==> src/design/ptu_pkg.sv <==
// Package: shared constants, types and the witness table for the primality unit.
package ptu_pkg;

  localparam int unsigned WordBits = 64;
  localparam int unsigned NumBases = 12;
  localparam int unsigned BaseIdxW = $clog2(NumBases + 1);
  localparam int unsigned ShiftW   = $clog2(WordBits + 1);
  localparam int unsigned QDepth   = 2;

  typedef logic [WordBits-1:0] word_t;

  typedef enum logic [1:0] {
    CLS_NOT_PRIME = 2'd0,
    CLS_PRIME     = 2'd1,
    CLS_TEST      = 2'd2
  } cls_e;

  typedef struct packed {
    cls_e  cls;
    word_t n;
  } job_t;

  function automatic word_t witness(input logic [BaseIdxW-1:0] idx);
    word_t w;
    unique case (idx)
      4'd0:    w = word_t'(2);
      4'd1:    w = word_t'(3);
      4'd2:    w = word_t'(5);
      4'd3:    w = word_t'(7);
      4'd4:    w = word_t'(11);
      4'd5:    w = word_t'(13);
      4'd6:    w = word_t'(17);
      4'd7:    w = word_t'(19);
      4'd8:    w = word_t'(23);
      4'd9:    w = word_t'(29);
      4'd10:   w = word_t'(31);
      4'd11:   w = word_t'(37);
      default: w = word_t'(37);
    endcase
    return w;
  endfunction

endpackage

==> src/design/primality_test_64bit_unit.sv <==
// Top level: deterministic 64-bit Miller-Rabin primality unit.
//  channel | valid   | ready   | payload
//  in      | valid_i | ready_o | candidate_i[63:0]
//  out     | valid_o | ready_i | prime_flag_o
// Trivial candidates pass through the front register, the queue and the back end's output state;
// odd ones run up to 12 bases, each up to 63 squarings plus multiplies, with every modular
// product done by shift-and-add.
// The bit-serial modular multiplier in the back end sets the rate.
// Reset clears all control; a queue of two transactions lets the front accept while back works.
module primality_test_64bit_unit import ptu_pkg::*; (
  input  logic  clk_i,
  input  logic  rst_ni,
  input  logic  valid_i,
  output logic  ready_o,
  input  word_t candidate_i,
  output logic  valid_o,
  input  logic  ready_i,
  output logic  prime_flag_o
);

  logic f_vld, f_rdy, b_vld, b_rdy;
  job_t f_job, b_job;

  ptu_front u_front (
    .clk_i, .rst_ni, .valid_i, .ready_o, .candidate_i,
    .job_valid_o(f_vld), .job_ready_i(f_rdy), .job_o(f_job)
  );

  ptu_queue u_queue (
    .clk_i, .rst_ni,
    .wr_valid_i(f_vld), .wr_ready_o(f_rdy), .wr_data_i(f_job),
    .rd_valid_o(b_vld), .rd_ready_i(b_rdy), .rd_data_o(b_job)
  );

  ptu_back u_back (
    .clk_i, .rst_ni,
    .job_valid_i(b_vld), .job_ready_o(b_rdy), .job_i(b_job),
    .valid_o, .ready_i, .prime_flag_o
  );

endmodule

==> src/design/ptu_front.sv <==
// Front end: accepts candidates and classifies trivial cases; any with the top bit set is marked not prime.
module ptu_front import ptu_pkg::*; (
  input  logic  clk_i,
  input  logic  rst_ni,
  input  logic  valid_i,
  output logic  ready_o,
  input  word_t candidate_i,
  output logic  job_valid_o,
  input  logic  job_ready_i,
  output job_t  job_o
);

  job_t job_q, job_d;
  logic vld_q;

  always_comb begin
    job_d.n = candidate_i;
    if (candidate_i[WordBits-1] || candidate_i < word_t'(2)) begin
      job_d.cls = CLS_NOT_PRIME;
    end else if (candidate_i == word_t'(2) || candidate_i == word_t'(3)) begin
      job_d.cls = CLS_PRIME;
    end else if (!candidate_i[0]) begin
      job_d.cls = CLS_NOT_PRIME;
    end else begin
      job_d.cls = CLS_TEST;
    end
  end

  assign ready_o     = !vld_q || job_ready_i;
  assign job_valid_o = vld_q;
  assign job_o       = job_q;

  always_ff @(posedge clk_i or negedge rst_ni) begin
    if (!rst_ni) begin
      vld_q <= 1'b0;
    end else if (ready_o) begin
      vld_q <= valid_i;
    end
  end

  always_ff @(posedge clk_i) begin
    if (ready_o && valid_i) begin
      job_q <= job_d;
    end
  end

endmodule

==> src/design/ptu_queue.sv <==
// Queue: short FIFO of classified jobs between front and back.
module ptu_queue import ptu_pkg::*; (
  input  logic clk_i,
  input  logic rst_ni,
  input  logic wr_valid_i,
  output logic wr_ready_o,
  input  job_t wr_data_i,
  output logic rd_valid_o,
  input  logic rd_ready_i,
  output job_t rd_data_o
);

  localparam int unsigned PtrW = $clog2(QDepth);

  job_t mem_q [QDepth];
  logic [PtrW-1:0] wp_q, rp_q;
  logic [PtrW:0]   cnt_q;
  logic wr, rd;

  assign wr_ready_o = cnt_q != (PtrW+1)'(QDepth);
  assign rd_valid_o = cnt_q != '0;
  assign rd_data_o  = mem_q[rp_q];
  assign wr = wr_valid_i && wr_ready_o;
  assign rd = rd_valid_o && rd_ready_i;

  always_ff @(posedge clk_i or negedge rst_ni) begin
    if (!rst_ni) begin
      wp_q  <= '0;
      rp_q  <= '0;
      cnt_q <= '0;
    end else begin
      if (wr) wp_q <= wp_q + 1'b1;
      if (rd) rp_q <= rp_q + 1'b1;
      cnt_q <= cnt_q + (PtrW+1)'(wr) - (PtrW+1)'(rd);
    end
  end

  always_ff @(posedge clk_i) begin
    if (wr) begin
      mem_q[wp_q] <= wr_data_i;
    end
  end

endmodule

==> src/design/ptu_back.sv <==
// Back end: Miller-Rabin sequencer with a bit-serial modular multiplier.
module ptu_back import ptu_pkg::*; (
  input  logic clk_i,
  input  logic rst_ni,
  input  logic job_valid_i,
  output logic job_ready_o,
  input  job_t job_i,
  output logic valid_o,
  input  logic ready_i,
  output logic prime_flag_o
);

  typedef enum logic [3:0] {
    ST_IDLE, ST_SPLIT, ST_BASE, ST_PSQ, ST_PMUL, ST_CHK, ST_SQ, ST_SQCHK, ST_MUL, ST_OUT
  } state_e;

  state_e state_q, ret_q;
  word_t  n_q, d_q, e_q, x_q, a_q;
  logic [ShiftW-1:0]   s_q, r_q;
  logic [BaseIdxW-1:0] bi_q;
  logic flag_q;

  // multiplier: acc = ma*mb mod n, shift-and-add
  word_t acc_q, ma_q, mb_q;
  word_t nm1;
  word_t add_acc, add_dbl;

  assign nm1 = n_q - 1'b1;

  function automatic word_t addm(input word_t p, input word_t q, input word_t m);
    word_t t;
    t = m - q;
    return (p >= t) ? (p - t) : (p + q);
  endfunction

  assign add_acc = addm(acc_q, ma_q, n_q);
  assign add_dbl = addm(ma_q, ma_q, n_q);

  assign job_ready_o = state_q == ST_IDLE;
  assign valid_o     = state_q == ST_OUT;
  assign prime_flag_o = flag_q;

  always_ff @(posedge clk_i or negedge rst_ni) begin
    if (!rst_ni) begin
      state_q <= ST_IDLE;
      ret_q   <= ST_IDLE;
      flag_q  <= 1'b0;
      bi_q    <= '0;
    end else begin
      unique case (state_q)
        ST_IDLE: if (job_valid_i) begin
          n_q <= job_i.n;
          d_q <= job_i.n - 1'b1;
          s_q <= '0;
          bi_q <= '0;
          unique case (job_i.cls)
            CLS_TEST:      state_q <= ST_SPLIT;
            CLS_PRIME:     begin flag_q <= 1'b1; state_q <= ST_OUT; end
            default:       begin flag_q <= 1'b0; state_q <= ST_OUT; end
          endcase
        end
        ST_SPLIT: begin
          if (!d_q[0]) begin
            d_q <= d_q >> 1;
            s_q <= s_q + 1'b1;
          end else begin
            state_q <= ST_BASE;
          end
        end
        ST_BASE: begin
          if (bi_q == BaseIdxW'(NumBases) || witness(bi_q) >= n_q) begin
            flag_q  <= 1'b1;
            state_q <= ST_OUT;
          end else begin
            a_q <= witness(bi_q);
            e_q <= d_q;
            x_q <= word_t'(1);
            state_q <= ST_PMUL;
          end
        end
        ST_PMUL: begin
          if (e_q == '0) begin
            state_q <= ST_CHK;
          end else if (e_q[0]) begin
            acc_q <= '0; ma_q <= x_q; mb_q <= a_q;
            ret_q <= ST_PSQ; state_q <= ST_MUL;
          end else begin
            state_q <= ST_PSQ;
          end
        end
        ST_PSQ: begin
          if (e_q[0]) x_q <= acc_q;
          acc_q <= '0; ma_q <= a_q; mb_q <= a_q;
          e_q <= e_q >> 1;
          ret_q <= ST_SQCHK; state_q <= ST_MUL;
          r_q <= '0;
        end
        ST_CHK: begin
          if (x_q == word_t'(1) || x_q == nm1) begin
            bi_q <= bi_q + 1'b1; state_q <= ST_BASE;
          end else begin
            r_q <= ShiftW'(1);
            state_q <= ST_SQ;
          end
        end
        ST_SQ: begin
          if (r_q >= s_q) begin
            flag_q <= 1'b0; state_q <= ST_OUT;
          end else begin
            acc_q <= '0; ma_q <= x_q; mb_q <= x_q;
            ret_q <= ST_SQCHK; state_q <= ST_MUL;
          end
        end
        ST_SQCHK: begin
          if (r_q == '0) begin
            a_q <= acc_q; state_q <= ST_PMUL;
          end else if (acc_q == nm1) begin
            bi_q <= bi_q + 1'b1; state_q <= ST_BASE;
          end else begin
            x_q <= acc_q; r_q <= r_q + 1'b1; state_q <= ST_SQ;
          end
        end
        ST_MUL: begin
          if (mb_q == '0) begin
            state_q <= ret_q;
          end else begin
            if (mb_q[0]) acc_q <= add_acc;
            ma_q <= add_dbl;
            mb_q <= mb_q >> 1;
          end
        end
        ST_OUT: if (ready_i) state_q <= ST_IDLE;
        default: state_q <= ST_IDLE;
      endcase
    end
  end

  ast_out_hold: assert property (@(posedge clk_i) disable iff (!rst_ni)
    valid_o && !ready_i |=> valid_o && $stable(prime_flag_o))
    else $error("result dropped while stalled");
  ast_no_take_busy: assert property (@(posedge clk_i) disable iff (!rst_ni)
    job_ready_o |-> !valid_o)
    else $error("idle and output at once");
  ast_mul_ret: assert property (@(posedge clk_i) disable iff (!rst_ni)
    state_q == ST_MUL |-> (ret_q == ST_PSQ || ret_q == ST_SQCHK))
    else $error("bad multiply return");

endmodule
==> config.mk <==
export PLATFORM = sky130hd
export DESIGN_NAME = primality_test_64bit_unit
export DESIGN_NICKNAME = d
export VERILOG_FILES = /design/src/design/ptu_pkg.sv /design/src/design/primality_test_64bit_unit.sv /design/src/design/ptu_front.sv /design/src/design/ptu_queue.sv /design/src/design/ptu_back.sv
export SDC_FILE = /design/constraint.sdc
export NUM_CORES = 2
export LEC_CHECK = 0
export BUFFER_PORTS_ARGS = -buffer_cell sky130_fd_sc_hd__buf_2
export CORE_MARGIN = 3
export CORE_UTILIZATION = 40
export DETAILED_ROUTE_END_ITERATION = 7
export SLEW_MARGIN = 10
export SYNTH_ARGS = -nofsm -noshare
export SYNTH_HDL_FRONTEND = slang
export SYNTH_SLANG_ARGS = --single-unit
==> constraint.sdc <==
create_clock -name clk_i -period 10.8 [get_ports clk_i]
set_input_delay 1.08 -clock clk_i [delete_from_list [all_inputs] [get_ports clk_i]]
set_output_delay 1.08 -clock clk_i [all_outputs]
set_load 0.005 [all_outputs]
==> impl_metrics.py <==
metrics = {
    "synth": {
        "yosysSeqAreaShare_pct": 44.5,
        "synthCells": 4944,
        "async_flop_share_pct": 2.16,
        "synth_commonest_cells": "edfxtp_1 (724), nor2_1 (358), nand2_1 (356)",
        "syn_area_sq_mm": 0.0497,
        "synth_area_per_cell_sq_um": 10.1,
        "synth_top_area_cell": "edfxtp_1",
        "yosys.cell_types.count": 101,
        "synthTopCellsByArea": "edfxtp_1 (44%), ha_1 (6.4%), xnor2_1 (5.2%)",
        "synth_edf_count": 724,
        "ys.warnings.count": 0,
        "ys.flop_type": "edfxtp_1",
        "synth_seq_cells": 740,
        "synth_nets": 5270,
        "post-synth-top-count-cell": "edfxtp_1",
        "synthDominantCellAreaShare_pct": 43.7,
    },
    "global_routing": {
        "grt_max_degree": 87,
        "grt.total_usage_pct": 26.6,
        "grt_overflow_total": 0,
        "first_global_vias": 37983,
        "grt_pass1_wl_um": 255000,
        "antenna_found_initial": 6,
    },
    "flow_run": {
        "maxCapViolCount": 0,
    },
    "sta": {
        "drv_slew": 0,
        "tns_ps": 0,
        "finClkSkew_ps": 39.8,
        "tightest_slew_ps": 1290,
        "setup_violations": 0,
        "min_period_ps": 9340,
        "finalCritPeriodShare_pct": 86.5,
        "rsz0062_at_grt": "no",
        "setup_slack_ps": 1460,
        "hold_viol": 0,
        "relSlewSlack_pct": 13.3,
        "max_freq_mhz": 107,
    },
    "worst_setup_path": {
        "timing.rr.start": "u_back.n_q[0]",
        "startpoint": "u_back.n_q[0]",
        "arrival_ps": 9760,
        "cp_slowest_cell": "nand2b_1",
        "path_class": "flip-flop to flip-flop",
        "cp_slowest_stage_delay_ps": 980,
        "end_kind": "flip-flop",
        "crit_top_cell": "a21o_1",
        "startpoint_type": "flip-flop",
        "crit_fanout": 60,
        "critical_path_required_ps": 11210,
    },
    "clock_network": {
        "cts_made_buffers": 85,
        "cts_htree_levels": 3,
        "cts.clk_slew.worst_paths_ps": 60,
        "cts_root_buf": "clkbuf_16",
        "hold_buffers": 0,
        "cts_tree": "done",
        "cts_setup_buffers": 0,
        "ctsResizeCount": 0,
        "clock_sinks": 740,
        "clock_latency_ps": 680,
        "clockBufferDepth": 3,
    },
    "floorplan": {
        "initial_core_util_pct": 40.6,
        "ios": 71,
        "die_x_um": 359,
        "rows": 128,
        "fp.coreArea_sq_mm": 0.123,
        "die_area_sq_mm": 0.129,
        "chipHeight_um": 359,
    },
    "power": {
        "leakagePower_nw": 20.2,
        "power.density_mw_per_mm2": 361,
        "vdd_drop_max_mv": 0.319,
        "total_power_mw": 19.7,
    },
    "layout": {
        "largest_reg_flops": 132,
        "seq_area_sq_mm": 0.0221,
        "fillerInstances": 11725,
        "drive_gt1_share_pct": 8.89,
        "area_growth_pct": 9.71,
        "multiInputGateArea_sq_mm": 0.0261,
        "final_nets": 5276,
        "largest_register": "u_queue.mem_q",
    },
    "route": {
        "avgViaCountPerCell": 6.12,
        "drt_wl_total_um": 175000,
        "dr.pass1.iters": 6,
        "drt-initial-drc-count": 4519,
        "drc": 0,
        "antenna_left": 0,
        "vias": 40681,
        "routedWlPerCell_um": 26.3,
    },
    "place": {
        "dp_slack_ps": 1680,
        "gp_congestion": 1.00,
        "numPortBuffers": 70,
        "hpwl_um": 134000,
    },
    "worst_hold_path": {
        "hold_path_class": "primary input to asynchronous set/reset pin",
    },
    "status": {
        "status": "completed",
    },
}
## cell usage in the layout, fill, tap and decap left out, types with 49 or more instances in the layout
cell,count
edfxtp_1,724
nand2_1,355
nor2_1,353
a21oi_1,327
xnor2_1,297
o21ai_0,289
ha_1,254
inv_1,196
xor2_1,185
a21o_1,147
a22oi_1,117
nor3_1,116
nand3_1,114
nor4_1,112
mux2_2,106
and3_1,101
clkbuf_16,86
and2_1,84
nand4_1,76
nand3b_1,70
buf_2,70
buf_4,50
nand2b_1,49
mux2i_1,49
## cell families after synthesis
logic type | after synthesis | share of synthesized area [%]
compound gates | 1282 | 16.8
fa+ha+maj | 279 | 6.98
flops | 740 | 44.5
xor+xnor | 486 | 8.67
simple gates | 1601 | 16.5
mux | 155 | 3.39
buf+inv | 401 | 3.10
## where the power goes
part           internal [mW]  switching (mW)  total [mW]
clock                   1.62            1.26        2.88
sequential              4.22           0.755        4.97
combinational           4.37            7.49        11.9
## worst max-delay path, delay by kind of cell, from the launching register on
family                     cells  cell delay (ps)
AOI/OAI and AO/OA             16             4290
and+or+nand+nor                5             2060
adders and majority gates      3              990
buffers and inverters          3              730
DFF                            1              500
xor gates and xnor gates       1              450
## worst paths after layout
| kind | to | slack, ps | cells after the start |
|---|---|---|---|
| max | u_back.ma_q[61] | 1460 | 28 |
| max in group asynchronous | u_back.state_q[1] | 10060 | 2 |
| min in group clk_i | u_queue.mem_q[1][65] | 440 | 0 |
| min reg2reg | u_queue.mem_q[1][65] | 440 | 0 |
| min | u_queue.wp_q | 410 | 2 |
| max reg2reg | u_back.ma_q[61] | 1460 | 28 |
## cell type report
cell class	instances	share of cell area, %
Multi-Input combinational cell	3803	47.9
Sequential cell	740	40.6
Clock buffer	99	4.05
Tap cell	1625	3.73
Inverter	199	1.37
Timing Repair Buffer	121	1.37
Clock inverter	56	0.920
Antenna cell	2	0.00918
## per-stage QoR
step	utilization (%)	instances	area (sq um)	hold slack [ps]
6_report	44.5	6645	54500	411
3_5_place_dp	42.3	6488	51800	430
2_1_floorplan	-	4944	49700	421
4_1_cts	44.5	6643	54500	377
5_1_grt	44.5	6643	54500	412
3_3_place_gp	42.3	6488	51800	424
## layer usage
metal	vias to the layer above	wire, um	share of wire [%]	track usage [%]
li1	18630	-	-	-
met1	19890	75300	43	37.0
met2	1856	76800	44	41.1
met3	305	15200	8.7	4.64
met4	0	7510	4.3	10.6
met5	-	0	0	0
Power figures use the tool's default switching activity.
